**src/olt_pkg.sv**
```systemverilog
`timescale 1ns / 1ps
`default_nettype none
// ----------------------------------------------------------------------------
// olt_pkg
// Shared types and codes for the ordered list table: request codes, status
// codes, cell operation codes and the control bundle that drives the cells.
// ----------------------------------------------------------------------------
package olt_pkg;

    // built depth and field widths
    localparam int DEF_MAX_ENTRIES = 32;
    localparam int DATA_W          = 32;
    localparam int CAP_W           = 6;
    localparam int POS_W           = 6;
    localparam int REQ_W           = 3;
    localparam int STAT_W          = 2;
    localparam int CNT_OUT_W       = 6;

    // capacity register reset value
    localparam logic [CAP_W-1:0] CAP_RESET = 6'd32;

    // register index of the capacity register
    localparam logic REG_CAPACITY = 1'b0;

    // request codes
    localparam logic [REQ_W-1:0] REQ_APPEND  = 3'd0;
    localparam logic [REQ_W-1:0] REQ_INSERT  = 3'd1;
    localparam logic [REQ_W-1:0] REQ_DELETE  = 3'd2;
    localparam logic [REQ_W-1:0] REQ_REVERSE = 3'd3;
    localparam logic [REQ_W-1:0] REQ_SORT    = 3'd4;
    localparam logic [REQ_W-1:0] REQ_READ    = 3'd5;

    // status codes
    localparam logic [STAT_W-1:0] ST_OK     = 2'd0;
    localparam logic [STAT_W-1:0] ST_FULL   = 2'd1;
    localparam logic [STAT_W-1:0] ST_EMPTY  = 2'd2;
    localparam logic [STAT_W-1:0] ST_BADPOS = 2'd3;

    // cell operations
    typedef logic [1:0] t_cell_op;
    localparam t_cell_op OP_HOLD = 2'd0;
    localparam t_cell_op OP_INS  = 2'd1;
    localparam t_cell_op OP_DEL  = 2'd2;
    localparam t_cell_op OP_SWAP = 2'd3;

    // control bundle broadcast to every cell
    typedef struct packed {
        t_cell_op op;
        logic     force_swap;
        logic     phase;
    } t_cell_ctl;

endpackage
`default_nettype wire

```
**src/olt_cell.sv**
```systemverilog
`timescale 1ns / 1ps
`default_nettype none
// ----------------------------------------------------------------------------
// olt_cell
// One entry of the list. Loads a new value, takes its left or right
// neighbor for insert/delete shifts, or does one odd-even transposition step.
// ----------------------------------------------------------------------------
module olt_cell import olt_pkg::*; #(
    parameter int MAX_ENTRIES = DEF_MAX_ENTRIES,
    parameter int IDX         = 0
) (
    input  wire                                 i_clk,
    input  t_cell_ctl                           i_ctl,
    input  wire [$clog2(MAX_ENTRIES+1)-1:0]     i_tgt,
    input  wire [$clog2(MAX_ENTRIES+1)-1:0]     i_count,
    input  wire [DATA_W-1:0]                    i_value,
    input  wire [DATA_W-1:0]                    i_left,
    input  wire [DATA_W-1:0]                    i_right,
    output logic [DATA_W-1:0]                   o_entry
);

    localparam int CW = $clog2(MAX_ENTRIES + 1);
    localparam logic [CW-1:0] IDX_C  = CW'(IDX);
    localparam logic [CW-1:0] IDX_N  = CW'(IDX + 1);
    localparam logic          PAR    = 1'(IDX % 2);
    localparam logic          HAS_LT = (IDX > 0);

    logic [DATA_W-1:0] r_entry;
    logic [DATA_W-1:0] n_entry;
    logic              w_lower;
    logic              w_upper;

    // role in the current transposition phase
    assign w_lower = (PAR == i_ctl.phase) && (IDX_N < i_count);
    assign w_upper = HAS_LT && (PAR != i_ctl.phase) && (IDX_C < i_count);

    // next entry value
    always_comb begin
        n_entry = r_entry;
        case (i_ctl.op)
            OP_INS: begin
                if (IDX_C == i_tgt) begin
                    n_entry = i_value;
                end else if (IDX_C > i_tgt) begin
                    n_entry = i_left;
                end
            end
            OP_DEL: begin
                if (IDX_C >= i_tgt) begin
                    n_entry = i_right;
                end
            end
            OP_SWAP: begin
                if (w_lower) begin
                    if (i_ctl.force_swap || ($signed(r_entry) > $signed(i_right))) begin
                        n_entry = i_right;
                    end
                end else if (w_upper) begin
                    if (i_ctl.force_swap || ($signed(i_left) > $signed(r_entry))) begin
                        n_entry = i_left;
                    end
                end
            end
            default: begin
                n_entry = r_entry;
            end
        endcase
    end

    // entry storage, no reset
    always_ff @(posedge i_clk) begin
        r_entry <= n_entry;
    end

    assign o_entry = r_entry;

endmodule
`default_nettype wire

```
**config.mk**
```make
export PLATFORM = sky130hd
export DESIGN_NAME = olt_cell
export DESIGN_NICKNAME = d
export VERILOG_FILES = /design/src/olt_pkg.sv /design/src/olt_cell.sv
export SDC_FILE = /design/constraint.sdc
export NUM_CORES = 1
export LEC_CHECK = 0
export BUFFER_PORTS_ARGS = -buffer_cell sky130_fd_sc_hd__buf_4
export CAP_MARGIN = 25
export CORE_ASPECT_RATIO = 0.9
export CORE_UTILIZATION = 45
export CTS_CLUSTER_SIZE = 30
export DETAILED_ROUTE_END_ITERATION = 8
export PLACE_DENSITY = 0.82
export SLEW_MARGIN = 5
export SYNTH_ARGS = -nofsm -noshare
export SYNTH_HDL_FRONTEND = slang
export SYNTH_SLANG_ARGS = --single-unit
```
**constraint.sdc**
```tcl
create_clock -name i_clk -period 3.55 [get_ports i_clk]
set_clock_uncertainty 0.15 [all_clocks]
set_input_delay 0.355 -clock i_clk [delete_from_list [all_inputs] [get_ports i_clk]]
set_output_delay 0.355 -clock i_clk [all_outputs]
set_load 0.01 [all_outputs]
```
==> impl_metrics.tcl <==
set metrics [dict create \
    synth_ff_type "edfxtp_1" \
    synth_most_common_cell "nand2_1" \
    wl_per_cell_um 14.2 \
    syn_area_um2 2510 \
    stdcell_count 472 \
    hpwl_mm 5.46 \
    cp.arrival_ns 2.56 \
    cts_resized 0 \
    cts_buffer_depth 2 \
    synth_area_leaders "edfxtp_1 (38%), ha_1 (16%), mux2i_1 (13%)" \
    ys_types 33 \
    drive_gt1_frac 0.388 \
    cp.depth 8 \
    dp_cells 464 \
    ys_top_cells_by_count "nand2_1 (36), inv_1 (33), o21ai_1 (33)" \
    num_vias 2424 \
    power.leakage_nw 2.03 \
    cp_slowest_stage_delay_ns 0.40 \
    holdWs_ns 0.211 \
    die_h_um 72.8 \
    insertion_delay_ns 0.28 \
    core_area_um2 5320 \
    cp_max_fo 24 \
    dieWidth_um 80.7 \
    crit_path_cell_trace "ha_1 -> nand4_2 -> nor4_2 -> and4_1 -> nor3_1 -> o211ai_1 -> o311a_1 -> buf_4" \
    grt_max_degree 68 \
    first_global_vias 2423 \
    worst_pin_slew_ns 0.621 \
    status "complete, no violations" \
    drv_cap 0 \
    ys.warnings.count 0 \
    synthArstFlopShare 0 \
    start_util 0.472 \
    crit_slowest_cell "edfxtp_1" \
    syn_to_final_growth_pct 49.8 \
    endpoint "o_entry[30]$_DFFE_PP_" \
    cts_hold_buffers 0 \
    drt_iter0_drc 122 \
    cts_setup_buffers 0 \
    hold_viol_final 0 \
    grt_pass1_wl_mm 10.6 \
    yosys.area.top_type "edfxtp_1" \
    synth_nets 406 \
    worst-r2r-setup-slack_ns 0.78 \
    criticalPathCategory "reg -> reg" \
    antenna_found_initial 0 \
    rr_worst_depth 8 \
    cts_max_level 2 \
    drv_slew 0 \
    yosys.area.top_type_share 0.383 \
    critPathLaunch "o_entry[31]$_DFFE_PP_" \
    crit-reg2reg-capture "o_entry[30]$_DFFE_PP_" \
    diodes 0 \
    tns_ns 0 \
    r2r_start "o_entry[31]$_DFFE_PP_" \
    cts_tree "yes" \
    start_kind "flop" \
    rsz0062_at_grt "false" \
    fin_nets 549 \
    cts_root_buf "clkbuf_8" \
    setup_violations 0 \
    path_clk_slew_ns 0.07 \
    io_buffers 143 \
    final.period_utilization 0.780 \
    remaining_drc_errors 0 \
    endpoint_kind "flop" \
    avgSynthCellArea_um2 9.61 \
    grt_usage 0.237 \
    period_needed_ns 2.77 \
    cts_buffers 5 \
    power_density_nw_per_um2 276 \
    fin_util 0.706 \
    clkSinkCount 32 \
    clock.fmax_ghz 0.361 \
    drt-pass1-iter-count 4 \
    path_delay_family "simple AND/OR/NAND/NOR gates" \
    max-vdd-ir-drop_v 0.000245 \
    globalplace.congestion 0.753 \
    row_count 25 \
    min-delay-path-class "in -> reg" \
    wl_mm 6.72 \
    critPathRequiredTime_ns 3.34 \
    synth-edff-count 32 \
    synthCells 261 \
    ys_seq_elements 32 \
    via_per_inst 5.14 \
    die_area_um2 5880 \
    io_pins 145 \
    grt_overflow_total 0 \
    maxSlewHeadroom 0.586 \
    largest_reg_flops 32 \
    yosysSeqAreaShare 0.383 \
    cp_num_buf_inv 1 \
    ant_nets 0 \
]
power by group:
group | leakage (nW) | internal, W | total [W] | switching (W)
clock network | 0.0532 | 0.000204 | 0.000338 | 0.000134
logic | 1.68 | 0.000145 | 0.000255 | 0.000110
registers | 0.295 | 0.000436 | 0.000443 | 0.00000720
total | 2.03 | 0.000786 | 0.00104 | 0.000251
worst min path at each step:
| stage | end | cells after the start | startpoint | slack, ns |
|---|---|---|---|---|
| 2_1_floorplan | o_entry[18]$_DFFE_PP_ | 2 | i_right[18] | 0.40 |
| 3_3_place_gp | o_entry[28]$_DFFE_PP_ | 3 | i_right[28] | 0.50 |
| 3_5_place_dp | o_entry[22]$_DFFE_PP_ | 3 | i_right[22] | 0.50 |
| 4_1_cts | o_entry[22]$_DFFE_PP_ | 3 | i_right[22] | 0.21 |
| 5_1_grt | o_entry[7]$_DFFE_PP_ | 3 | i_right[7] | 0.22 |
| 6_report | o_entry[22]$_DFFE_PP_ | 3 | i_right[22] | 0.21 |
cell families after synthesis:
logic type | Yosys count | share of synthesized area
multiplexers | 32 | 0.128
buffers and inverters | 43 | 0.0659
flip-flops | 32 | 0.383
AO/OA/AOI/OAI | 60 | 0.139
AND/OR/NAND/NOR | 62 | 0.125
adder cells (fa/ha/maj) | 32 | 0.160
placed cells by master (no fill, tap or decap), types with 2 or more instances in the layout:
| cell type | n |
|---|---|
| inv_1 | 33 |
| clkbuf_8 | 5 |
| nand4_1 | 5 |
| clkinv_1 | 2 |
| nor3_1 | 2 |
| ha_1 | 32 |
| o21ai_0 | 2 |
| nand2_1 | 35 |
| nand3_1 | 4 |
| a211oi_1 | 2 |
| nor2_1 | 5 |
| mux2i_1 | 32 |
| o21ai_1 | 33 |
| a21oi_1 | 10 |
| a221o_1 | 2 |
| buf_4 | 146 |
| a21o_1 | 4 |
| edfxtp_1 | 32 |
| o211ai_1 | 3 |
per-layer routing:
metal / track usage / up-vias / part of all wire
met4: 0.0833 / 0 / 0.019
met2: 0.436 / 94 / 0.50
met1: 0.271 / 1090 / 0.42
met5: 0 / - / 0
li1: - / 1230 / -
met3: 0.0500 / 10 / 0.065
layout make-up:
| cell class | count | area [um^2] |
|---|---|---|
| sequential | 32 | 961 |
| tap | 67 | 83.8 |
| clock inverter | 3 | 37.5 |
| inverter | 33 | 124 |
| timing repair buffer | 146 | 1100 |
| multi-input combinational | 186 | 1380 |
| fill | 446 | 1560 |
| clock buffer | 5 | 68.8 |
through the flow:
| step | cell area, um^2 | power (W) | worst slack (ns) |
|---|---|---|---|
| floorplan | 2510 | 0.000562 | 0.486 |
| global placement | 3650 | 0.000698 | 0.727 |
| detailed placement | 3650 | 0.000708 | 0.682 |
| CTS | 3750 | 0.00104 | 0.739 |
| global route | 3750 | 0.00109 | 0.591 |
| finish | 3750 | 0.00104 | 0.780 |
worst register-to-register path, cell delays in order, from the launching register on:
cell and delay (ns):
edfxtp_1 0.40, ha_1 0.37, nand4_2 0.17, nor4_2 0.32
and4_1 0.28, nor3_1 0.06, o211ai_1 0.16, o311a_1 0.20
buf_4 0.32
(Power assumes the default switching activity.)
