**config.mk**
```make
export PLATFORM = sky130hd
export DESIGN_NAME = olt_ctrl
export DESIGN_NICKNAME = d
export VERILOG_FILES = /design/src/olt_pkg.sv /design/src/olt_ctrl.sv
export SDC_FILE = /design/constraint.sdc
export NUM_CORES = 1
export LEC_CHECK = 0
export BUFFER_PORTS_ARGS = -buffer_cell sky130_fd_sc_hd__buf_4
export CAP_MARGIN = 20
export CORE_ASPECT_RATIO = 0.5
export CORE_MARGIN = 1
export CORE_UTILIZATION = 47
export DETAILED_ROUTE_END_ITERATION = 7
export PLACE_DENSITY = 0.83
export SYNTH_ARGS = -nofsm -noshare
export SYNTH_HDL_FRONTEND = slang
export SYNTH_SLANG_ARGS = --single-unit
```
**constraint.sdc**
```tcl
create_clock -name i_clk -period 4.25 [get_ports i_clk]
set_input_delay 0.425 -clock i_clk [delete_from_list [all_inputs] [get_ports i_clk]]
set_output_delay 0.425 -clock i_clk [all_outputs]
set_load 0.005 [all_outputs]
```
**src/olt_pkg.sv**
```systemverilog
`timescale 1ns / 1ps
`default_nettype none
// ----------------------------------------------------------------------------
// olt_pkg
// Shared types and codes for the ordered list table: request codes, status
// codes, cell operation codes and the control bundle that drives the cells.
// ----------------------------------------------------------------------------
package olt_pkg;

    // built depth and field widths
    localparam int DEF_MAX_ENTRIES = 32;
    localparam int DATA_W          = 32;
    localparam int CAP_W           = 6;
    localparam int POS_W           = 6;
    localparam int REQ_W           = 3;
    localparam int STAT_W          = 2;
    localparam int CNT_OUT_W       = 6;

    // capacity register reset value
    localparam logic [CAP_W-1:0] CAP_RESET = 6'd32;

    // register index of the capacity register
    localparam logic REG_CAPACITY = 1'b0;

    // request codes
    localparam logic [REQ_W-1:0] REQ_APPEND  = 3'd0;
    localparam logic [REQ_W-1:0] REQ_INSERT  = 3'd1;
    localparam logic [REQ_W-1:0] REQ_DELETE  = 3'd2;
    localparam logic [REQ_W-1:0] REQ_REVERSE = 3'd3;
    localparam logic [REQ_W-1:0] REQ_SORT    = 3'd4;
    localparam logic [REQ_W-1:0] REQ_READ    = 3'd5;

    // status codes
    localparam logic [STAT_W-1:0] ST_OK     = 2'd0;
    localparam logic [STAT_W-1:0] ST_FULL   = 2'd1;
    localparam logic [STAT_W-1:0] ST_EMPTY  = 2'd2;
    localparam logic [STAT_W-1:0] ST_BADPOS = 2'd3;

    // cell operations
    typedef logic [1:0] t_cell_op;
    localparam t_cell_op OP_HOLD = 2'd0;
    localparam t_cell_op OP_INS  = 2'd1;
    localparam t_cell_op OP_DEL  = 2'd2;
    localparam t_cell_op OP_SWAP = 2'd3;

    // control bundle broadcast to every cell
    typedef struct packed {
        t_cell_op op;
        logic     force_swap;
        logic     phase;
    } t_cell_ctl;

endpackage
`default_nettype wire

```
**src/olt_ctrl.sv**
```systemverilog
`timescale 1ns / 1ps
`default_nettype none
// ----------------------------------------------------------------------------
// olt_ctrl
// Request decode, entry count, capacity register, transposition sequencer
// and result registers for the ordered list table.
// ----------------------------------------------------------------------------
module olt_ctrl import olt_pkg::*; #(
    parameter int MAX_ENTRIES = DEF_MAX_ENTRIES
) (
    input  wire                                 i_clk,
    input  wire                                 i_rst_n,
    input  wire                                 start,
    output logic                                busy,
    input  wire [REQ_W-1:0]                     i_req_type,
    input  wire [POS_W-1:0]                     i_position,
    input  wire                                 psel,
    input  wire                                 penable,
    input  wire                                 pwrite,
    input  wire [2:0]                           paddr,
    input  wire [31:0]                          pwdata,
    output logic [31:0]                         prdata,
    output logic                                pready,
    input  wire [DATA_W-1:0]                    i_rd_data,
    output t_cell_ctl                           o_ctl,
    output logic [$clog2(MAX_ENTRIES+1)-1:0]    o_tgt,
    output logic [$clog2(MAX_ENTRIES+1)-1:0]    o_cell_cnt,
    output logic                                o_done,
    output logic [STAT_W-1:0]                   o_status,
    output logic [DATA_W-1:0]                   o_data,
    output logic [CNT_OUT_W-1:0]                o_count,
    output logic                                o_full_res,
    output logic                                o_empty_res
);

    localparam int CW = $clog2(MAX_ENTRIES + 1);
    localparam int PW = ((CW > POS_W) ? CW : POS_W) + 1;
    localparam logic [PW-1:0] MAX_P = PW'(MAX_ENTRIES);

    localparam logic S_IDLE = 1'b0;
    localparam logic S_SORT = 1'b1;

    logic              r_state,  n_state;
    logic [CW-1:0]     r_count,  n_count;
    logic [CW-1:0]     r_round,  n_round;
    logic              r_force,  n_force;
    logic [CAP_W-1:0]  r_cap;
    logic              r_done,   n_done;
    logic [STAT_W-1:0] r_status, n_status;
    logic [DATA_W-1:0] r_data,   n_data;
    logic              r_full,   r_empty;

    logic [PW-1:0]     w_cap_eff;
    logic [PW-1:0]     w_cnt_p;
    logic [PW-1:0]     w_pos_p;
    logic [PW-1:0]     w_pos_m1;
    logic              w_full_now;
    logic              w_accept;
    logic              w_cfg_wr;
    logic [PW-1:0]     w_ncnt_p;

    // effective capacity: zero acts as one, clipped at the built depth
    always_comb begin
        if (r_cap == '0) begin
            w_cap_eff = PW'(1);
        end else if (PW'(r_cap) > MAX_P) begin
            w_cap_eff = MAX_P;
        end else begin
            w_cap_eff = PW'(r_cap);
        end
    end

    assign w_cnt_p    = PW'(r_count);
    assign w_pos_p    = PW'(i_position);
    assign w_pos_m1   = w_pos_p - PW'(1);
    assign w_full_now = (w_cnt_p >= w_cap_eff);
    assign w_accept   = start && !busy;
    assign busy       = (r_state == S_SORT);

    // request decode and sequencer
    always_comb begin
        n_state    = r_state;
        n_count    = r_count;
        n_round    = r_round;
        n_force    = r_force;
        n_done     = 1'b0;
        n_status   = r_status;
        n_data     = r_data;
        o_ctl.op         = OP_HOLD;
        o_ctl.force_swap = r_force;
        o_ctl.phase      = r_round[0];
        o_tgt      = w_pos_m1[CW-1:0];

        case (r_state)
            S_IDLE: begin
                if (w_accept) begin
                    n_done   = 1'b1;
                    n_status = ST_OK;
                    n_data   = '0;
                    case (i_req_type)
                        REQ_APPEND: begin
                            o_tgt = r_count;
                            if (w_full_now) begin
                                n_status = ST_FULL;
                            end else begin
                                o_ctl.op = OP_INS;
                                n_count  = r_count + CW'(1);
                            end
                        end
                        REQ_INSERT: begin
                            if (w_full_now) begin
                                n_status = ST_FULL;
                            end else if (i_position == '0 || w_pos_m1 > w_cnt_p) begin
                                n_status = ST_BADPOS;
                            end else begin
                                o_ctl.op = OP_INS;
                                n_count  = r_count + CW'(1);
                            end
                        end
                        REQ_DELETE, REQ_READ: begin
                            if (r_count == '0) begin
                                n_status = ST_EMPTY;
                            end else if (i_position == '0 || w_pos_p > w_cnt_p) begin
                                n_status = ST_BADPOS;
                            end else begin
                                n_data = i_rd_data;
                                if (i_req_type == REQ_DELETE) begin
                                    o_ctl.op = OP_DEL;
                                    n_count  = r_count - CW'(1);
                                end
                            end
                        end
                        REQ_REVERSE, REQ_SORT: begin
                            if (r_count == '0 && i_req_type == REQ_SORT) begin
                                n_status = ST_EMPTY;
                            end else if (r_count > CW'(1)) begin
                                n_done  = 1'b0;
                                n_state = S_SORT;
                                n_round = '0;
                                n_force = (i_req_type == REQ_REVERSE);
                            end
                        end
                        default: begin
                            n_status = ST_OK;
                        end
                    endcase
                end
            end
            S_SORT: begin
                // one odd-even transposition round per cycle
                o_ctl.op = OP_SWAP;
                n_round  = r_round + CW'(1);
                if (r_round == r_count - CW'(1)) begin
                    n_state  = S_IDLE;
                    n_done   = 1'b1;
                    n_status = ST_OK;
                    n_data   = '0;
                end
            end
            default: begin
                n_state = S_IDLE;
            end
        endcase
    end

    assign w_ncnt_p = PW'(n_count);

    // control registers
    always_ff @(posedge i_clk) begin
        if (!i_rst_n) begin
            r_state <= S_IDLE;
            r_count <= '0;
            r_round <= '0;
            r_force <= 1'b0;
            r_done  <= 1'b0;
        end else begin
            r_state <= n_state;
            r_count <= n_count;
            r_round <= n_round;
            r_force <= n_force;
            r_done  <= n_done;
        end
    end

    // result payload registers
    always_ff @(posedge i_clk) begin
        r_status <= n_status;
        r_data   <= n_data;
        r_full   <= (w_ncnt_p >= w_cap_eff);
        r_empty  <= (n_count == '0);
    end

    // configuration port
    assign pready   = 1'b1;
    assign w_cfg_wr = psel && penable && pwrite && pready && (paddr[2] == REG_CAPACITY);

    always_ff @(posedge i_clk) begin
        if (!i_rst_n) begin
            r_cap <= CAP_RESET;
        end else if (w_cfg_wr) begin
            r_cap <= pwdata[CAP_W-1:0];
        end
    end

    assign prdata = (paddr[2] == REG_CAPACITY) ? {{(32-CAP_W){1'b0}}, r_cap} : '0;

    // outputs
    assign o_cell_cnt  = r_count;
    assign o_done      = r_done;
    assign o_status    = r_status;
    assign o_data      = r_data;
    assign o_count     = w_cnt_p[CNT_OUT_W-1:0];
    assign o_full_res  = r_full;
    assign o_empty_res = r_empty;

endmodule
`default_nettype wire

```
==> flow_metrics.env, run 1 <==
export IMPL_whs_endpoint="r_cap[1]"
export IMPL_ir_drop_v=0.000203
export IMPL_max_freq_mhz=257
export IMPL_clk_root_buffer_cell="clkbuf_16"
export IMPL_maxSlewHeadroom=0.457
export IMPL_grt_overflow=0
export IMPL_grt_pass1_wl_mm=13.9
export IMPL_die_h_um=65.0
export IMPL_drt_wl_total_mm=8.82
export IMPL_clk_path_buf_depth=2
export IMPL_synthArstFlopShare=0
export IMPL_leakage_uw=0.00232
export IMPL_max_cap_violations=0
export IMPL_hold_depth=3
export IMPL_min_from="pwdata[1]"
export IMPL_htreeDepth=3
export IMPL_hold_viol=0
export IMPL_synth_distinct_cells=56
export IMPL_r2r_start="o_cell_cnt[5]"
export IMPL_grt_usage=0.219
export IMPL_drtAntennaViolNets=0
export IMPL_cts_sinks=57
export IMPL_port_buffers=119
export IMPL_dpl_hpwl_mm=6.59
export IMPL_reg2reg_to="o_full_res"
export IMPL_routed_via_density=5.14
export IMPL_timing_final_ws_setup_ns=0.366
export IMPL_synth_edf_count=34
export IMPL_drcViolationCount=0
export IMPL_ctsResizeCount=0
export IMPL_critical_path_class="reg2reg"
export IMPL_holdBufCountCts=0
export IMPL_ff2ff_path_depth=14
export IMPL_tightest_slew_ns=0.804
export IMPL_firstDrtPassIters=4
export IMPL_dp_slack_ns=0.140
export IMPL_clk_pin_slew_ns=0.05
export IMPL_startpoint_type="flop"
export IMPL_area_delta_synth_final_pct=32.2
export IMPL_syn_instance_count=385
export IMPL_rsz0062_at_grt="no"
export IMPL_tns_ns=0
export IMPL_cts_setup_buffers=0
export IMPL_setup_viol=0
export IMPL_status="finished clean"
export IMPL_yosys_warnings=0
export IMPL_cts_buffers=9
export IMPL_hold_path_class="in2reg"
export IMPL_crit_required_ns=4.46
export IMPL_clock_latency_ns=0.32
export IMPL_yosys_most_used_dff="edfxtp_1"
export IMPL_yosysSeqAreaShare=0.397
export IMPL_rows=22
export IMPL_pin_count=175
export IMPL_netlist_area_um2=3730
export IMPL_r2r_setup_slack_ns=0.37
export IMPL_powerDensity_nw_per_um2=320
export IMPL_coreArea_um2=7510
export IMPL_die_area_um2=8320
export IMPL_min_period_ns=3.88
export IMPL_synth_seq_cells=57
export IMPL_die_w_um=128
export IMPL_grt_max_degree=35
export IMPL_diodes=0
export IMPL_drive_gt1_frac=0.312
export IMPL_period_share=0.914
export IMPL_finalClockSkew_ns=0.00468
export IMPL_grt_pass1_vias=2936
export IMPL_syn_avg_cell_area_um2=9.69
export IMPL_gp_congestion=0.863
export IMPL_start_util=0.496
export IMPL_critical_path_max_fanout=6
export IMPL_slew_violations=0
export IMPL_wl_per_cell_um=14.2
export IMPL_critical_path_arrival_ns=4.09
export IMPL_vias=3189
export IMPL_crit_path_end_kind="flop"
export IMPL_grt_antenna_before_repair=0
export IMPL_final_nets=621
export IMPL_drtIter0Drc=231
export IMPL_cts_tree="yes"
## flip-flops by register name, summed over array words and instances, names as in the netlist
register,cells
o_full_res,1
busy,1
o_data,32
r_cap,6
o_done,1
r_round,6
o_status,2
o_cell_cnt,6
o_empty_res,1
r_force,1
## layout by cell type, fill, tap and decap left out, drive strengths merged, types with 5 or more instances in the layout
cell type | Yosys | routed
mux2i | 6 | 6
edfxtp | 34 | 34
a21o | 6 | 6
dfxtp | 23 | 23
ha | 31 | 31
buf | 36 | 131
o21ai | 5 | 5
nor2b | 10 | 10
nand2b | 6 | 6
a21oi | 21 | 21
xor2 | 6 | 6
nand2 | 23 | 23
nor2 | 26 | 26
nand3 | 10 | 10
nor3 | 7 | 7
conb | 2 | 27
clkbuf | 8 | 10
mux2 | 5 | 5
xnor2 | 9 | 9
inv | 19 | 19
and2 | 37 | 37
## per-layer routing
metal / up-vias / share of wire / global-route usage / wire [um]
met1: 1490 / 0.45 / 0.265 / 3990
met3: 8 / 0.076 / 0.0743 / 668
met5: - / 0 / 0 / 0
li1: 1547 / - / - / -
met2: 144 / 0.46 / 0.370 / 4090
met4: 0 / 0.0090 / 0.0676 / 79
## metrics by stage
step / power, uW / cells / utilization / hold WS [ns] / cell area (um^2)
6_report: 1580 / 621 / 0.656 / 0.327 / 4930
5_1_grt: 1650 / 621 / 0.656 / 0.330 / 4930
4_1_cts: 1600 / 621 / 0.656 / 0.320 / 4930
3_5_place_dp: 901 / 605 / 0.618 / 0.501 / 4640
3_3_place_gp: 895 / 605 / 0.618 / 0.481 / 4640
2_1_floorplan: 790 / 410 / - / 0.458 / 3820
## final cells by class
class | instances | area, um^2
Fill cell | 619 | 2580
Multi-Input combinational cell | 290 | 1970
Sequential cell | 57 | 1480
Timing Repair Buffer | 131 | 983
Clock buffer | 10 | 229
Tap cell | 108 | 135
Inverter | 19 | 71.3
Clock inverter | 6 | 58.8
## where the power goes
group          leakage, uW  internal [uW]  switching [uW]
sequential        0.000536            612            10.8
combinational      0.00164            139             132
clock             0.000136            448             237
total              0.00232           1200             379
## Yosys cell counts, types with 2 or more instances
cell | count | area, um^2
a211oi_1 | 2 | 15.0
a21o_1 | 6 | 45.0
a21oi_1 | 21 | 105
a2bb2oi_1 | 2 | 17.5
a311o_1 | 2 | 20.0
a31o_2 | 2 | 17.5
a31oi_1 | 3 | 18.8
a41o_1 | 3 | 30.0
and2_1 | 36 | 225
and3_1 | 3 | 18.8
buf_4 | 35 | 263
clkbuf_1 | 8 | 30.0
conb_1 | 2 | 7.51
dfxtp_1 | 23 | 460
edfxtp_1 | 34 | 1020
ha_1 | 31 | 388
inv_1 | 19 | 71.3
mux2_2 | 5 | 56.3
mux2i_1 | 6 | 60.1
nand2_1 | 23 | 86.3
nand2b_1 | 6 | 37.5
nand3_1 | 10 | 50.1
nand4_1 | 4 | 25.0
nor2_1 | 26 | 97.6
nor2b_1 | 10 | 62.6
nor3_1 | 7 | 35.0
nor3b_1 | 4 | 30.0
nor4_1 | 2 | 12.5
o2111ai_1 | 2 | 17.5
o211a_1 | 2 | 20.0
o21a_1 | 2 | 15.0
o21ai_0 | 5 | 25.0
or2_2 | 3 | 18.8
xnor2_1 | 9 | 78.8
xor2_1 | 6 | 52.6
## cells by family after synthesis
| family | after synthesis | synth area share |
|---|---|---|
| AND/OR/NAND/NOR | 144 | 0.214 |
| buffers and inverters | 63 | 0.101 |
| AO/OA/AOI/OAI | 62 | 0.116 |
| flip-flops | 57 | 0.397 |
| adder cells (fa/ha/maj) | 31 | 0.104 |
| XOR/XNOR | 15 | 0.0352 |
| multiplexers | 11 | 0.0312 |
| other | 2 | 0.00201 |
## how the worst max path moves through the flow
stage | from | to | slack [ns] | cells past startpoint
4_1_cts | o_cell_cnt[5] | o_full_res | 0.42 | 14
3_3_place_gp | i_position[2] | o_full_res | 0.19 | 20
6_report | o_cell_cnt[5] | o_full_res | 0.37 | 14
2_1_floorplan | i_position[0] | o_full_res | 0.43 | 20
5_1_grt | o_cell_cnt[5] | o_full_res | 0.16 | 14
3_5_place_dp | i_position[2] | o_full_res | 0.14 | 20
## worst max-delay path, stage by stage (launching register included)
cell      delay, ns
dfxtp_1        0.43
inv_1          0.16
ha_1           0.34
a41o_1         0.23
a21oi_1        0.26
o211a_1        0.29
nand3_1        0.22
o311ai_0       0.74
ha_1           0.37
a21o_1         0.16
a21o_1         0.16
a21oi_1        0.13
nor2b_1        0.05
o21ai_0        0.15
nand2b_1       0.08
Power figures use the tool's default switching activity.
==> inputs of run 2 (changes only) <==
--- a/config.mk
+++ b/config.mk
@@ -11,6 +11,7 @@
 export CORE_MARGIN = 1
 export CORE_UTILIZATION = 47
 export DETAILED_ROUTE_END_ITERATION = 7
+export GPL_TIMING_DRIVEN = 0
 export PLACE_DENSITY = 0.83
 export SYNTH_ARGS = -nofsm -noshare
 export SYNTH_HDL_FRONTEND = slang
==> run 2 against run 1 <==
Via count up 0.56%. Wire length up 2.5%. Worst setup slack worse by 0.067 ns. Sequential cell count unchanged. Die area unchanged. First-iteration DRC count up 26%. Critical path depth up 4. Clock-buffer cell count down 1. Fmax down 1.7%.
==> flow_metrics.env, run 2 (synthesis results as in run 1) <==
export IMPL_powerDensity_nw_per_um2=324
export IMPL_seqPwrFrac=0.370
export IMPL_routed_via_density=4.90
export IMPL_grt_usage=0.218
export IMPL_diodes=0
export IMPL_layout_commonest_cell="buf_4"
export IMPL_start_util=0.496
export IMPL_final_nets=655
export IMPL_crit_required_ns=4.47
export IMPL_port_buffers=118
export IMPL_rsz0062_at_grt="no"
export IMPL_drtIter0Drc=291
export IMPL_hold_path_class="in2reg"
export IMPL_grt_pass1_vias=2913
export IMPL_grt_overflow=0
export IMPL_drt_wl_total_mm=9.04
export IMPL_tightest_slew_ns=0.790
export IMPL_clk_path_buf_depth=2
export IMPL_htreeDepth=3
export IMPL_post_route_util=0.695
export IMPL_power_uw=1690
export IMPL_startpoint_type="flop"
export IMPL_critical_path_arrival_ns=4.17
export IMPL_holdBufCountCts=0
export IMPL_maxSlewHeadroom=0.472
export IMPL_max_cap_violations=0
export IMPL_grt_max_degree=19
export IMPL_pwr_share_comb=0.171
export IMPL_wl_per_cell_um=13.8
export IMPL_drive_gt1_frac=0.353
export IMPL_setup_viol=0
export IMPL_period_share=0.930
export IMPL_gp_congestion=0.889
export IMPL_rows=22
export IMPL_pwr_share_clk=0.459
export IMPL_cts_buffers=9
export IMPL_die_area_um2=8320
export IMPL_critical_path_class="reg2reg"
export IMPL_slew_violations=0
export IMPL_drtAntennaViolNets=0
export IMPL_leakage_uw=0.00250
export IMPL_die_h_um=65.0
export IMPL_dp_cells=637
export IMPL_die_w_um=128
export IMPL_cts_tree="yes"
export IMPL_min_period_ns=3.95
export IMPL_firstDrtPassIters=4
export IMPL_hold_viol=0
export IMPL_multi_input_area_um2=1980
export IMPL_vias=3207
export IMPL_internal_power_uw=1290
export IMPL_coreArea_um2=7510
export IMPL_drcViolationCount=0
export IMPL_dpl_hpwl_mm=6.81
export IMPL_cts_sinks=57
export IMPL_finalClockSkew_ns=0.00566
export IMPL_pin_count=175
export IMPL_fillers=597
export IMPL_switching_power_uw=408
export IMPL_grt_pass1_wl_mm=13.9
export IMPL_ir_drop_v=0.000216
export IMPL_crit_path_end_kind="flop"
export IMPL_max_freq_mhz=253
export IMPL_finalNonFillerCells=655
export IMPL_largest_reg_flops=32
export IMPL_clk_root_buffer_cell="clkbuf_16"
export IMPL_grt_antenna_before_repair=0
export IMPL_most_common_layout_cells="155 x buf_4, 36 x and2_1, 34 x edfxtp_1, 31 x ha_1, 27 x conb_1"
export IMPL_status="finished clean"
export IMPL_final_seq_area_um2=1480
export IMPL_critical_path_max_fanout=11
export IMPL_sw_frac_of_total=0.241
export IMPL_area_delta_synth_final_pct=40.0
export IMPL_clk_pin_slew_ns=0.05
export IMPL_clock_latency_ns=0.33
-- run 2: layout make-up --
| cell class | count | share of cell area |
|---|---|---|
| Multi-Input combinational cell | 290 | 0.380 |
| Clock buffer | 9 | 0.0431 |
| Inverter | 19 | 0.0137 |
| Sequential cell | 57 | 0.284 |
| Tap cell | 108 | 0.0259 |
| Clock inverter | 7 | 0.0196 |
| Buffer | 44 | 0.0585 |
| Timing Repair Buffer | 121 | 0.175 |
-- run 2: stage by stage --
| step | hold slack [ns] | area (um^2) | setup TNS (ns) | setup slack [ns] |
|---|---|---|---|---|
| after detailed placement | 0.500 | 4860 | -0.0648 | -0.0648 |
| final | 0.331 | 5220 | 0 | 0.299 |
| after global placement | 0.479 | 4840 | -0.0766 | -0.0766 |
| after global routing | 0.326 | 5220 | 0 | 0.00356 |
| after floorplan | 0.458 | 3820 | 0 | 0.426 |
| after CTS | 0.323 | 5190 | 0 | 0.148 |
-- run 2: critical path, cell delays in order (launching register included) --
cell       delay [ns]
dfxtp_1          0.64
inv_1            0.21
ha_1             0.35
nor2b_1          0.12
o21ai_0          0.12
a221oi_2         0.44
and2_4           0.22
buf_6            0.12
a2bb2oi_1        0.09
xnor2_1          0.26
inv_1            0.10
ha_1             0.29
nand2b_1         0.14
a21o_1           0.17
a21o_1           0.17
a21oi_1          0.14
nor2b_1          0.05
o21ai_0          0.14
nand2b_1         0.07
-- run 2: power by group through the flow --
| stage | registers, uW | clock network [uW] | logic [uW] |
|---|---|---|---|
| detailed placement | 637 | 0 | 281 |
| global route | 628 | 820 | 317 |
| CTS | 625 | 793 | 283 |
| finish | 626 | 778 | 289 |
| floorplan | 637 | 0 | 153 |
| global placement | 637 | 0 | 273 |
-- run 2: path summary, 6_finish.rpt --
path | from | to | slack, ns | depth (start not counted)
worst max register to register | o_cell_cnt[0] | o_full_res | 0.30 | 18
worst max-delay path | o_cell_cnt[0] | o_full_res | 0.30 | 18
worst min-delay path | pwdata[0] | r_cap[0] | 0.33 | 3
worst min register to register | r_force | r_force | 0.50 | 2
-- run 2: layer usage --
metal,routed length (um),track usage
met1,4020,0.277
met2,4200,0.369
met3,744,0.0628
met4,70,0.0485
met5,0,0
-- run 2: repair_timing --
item                                    4_1_cts  5_1_grt
gates resized for setup                       0        8
endpoints found under the setup margin        0        1
setup buffers                                 0        2
endpoints found under the hold margin         0        0
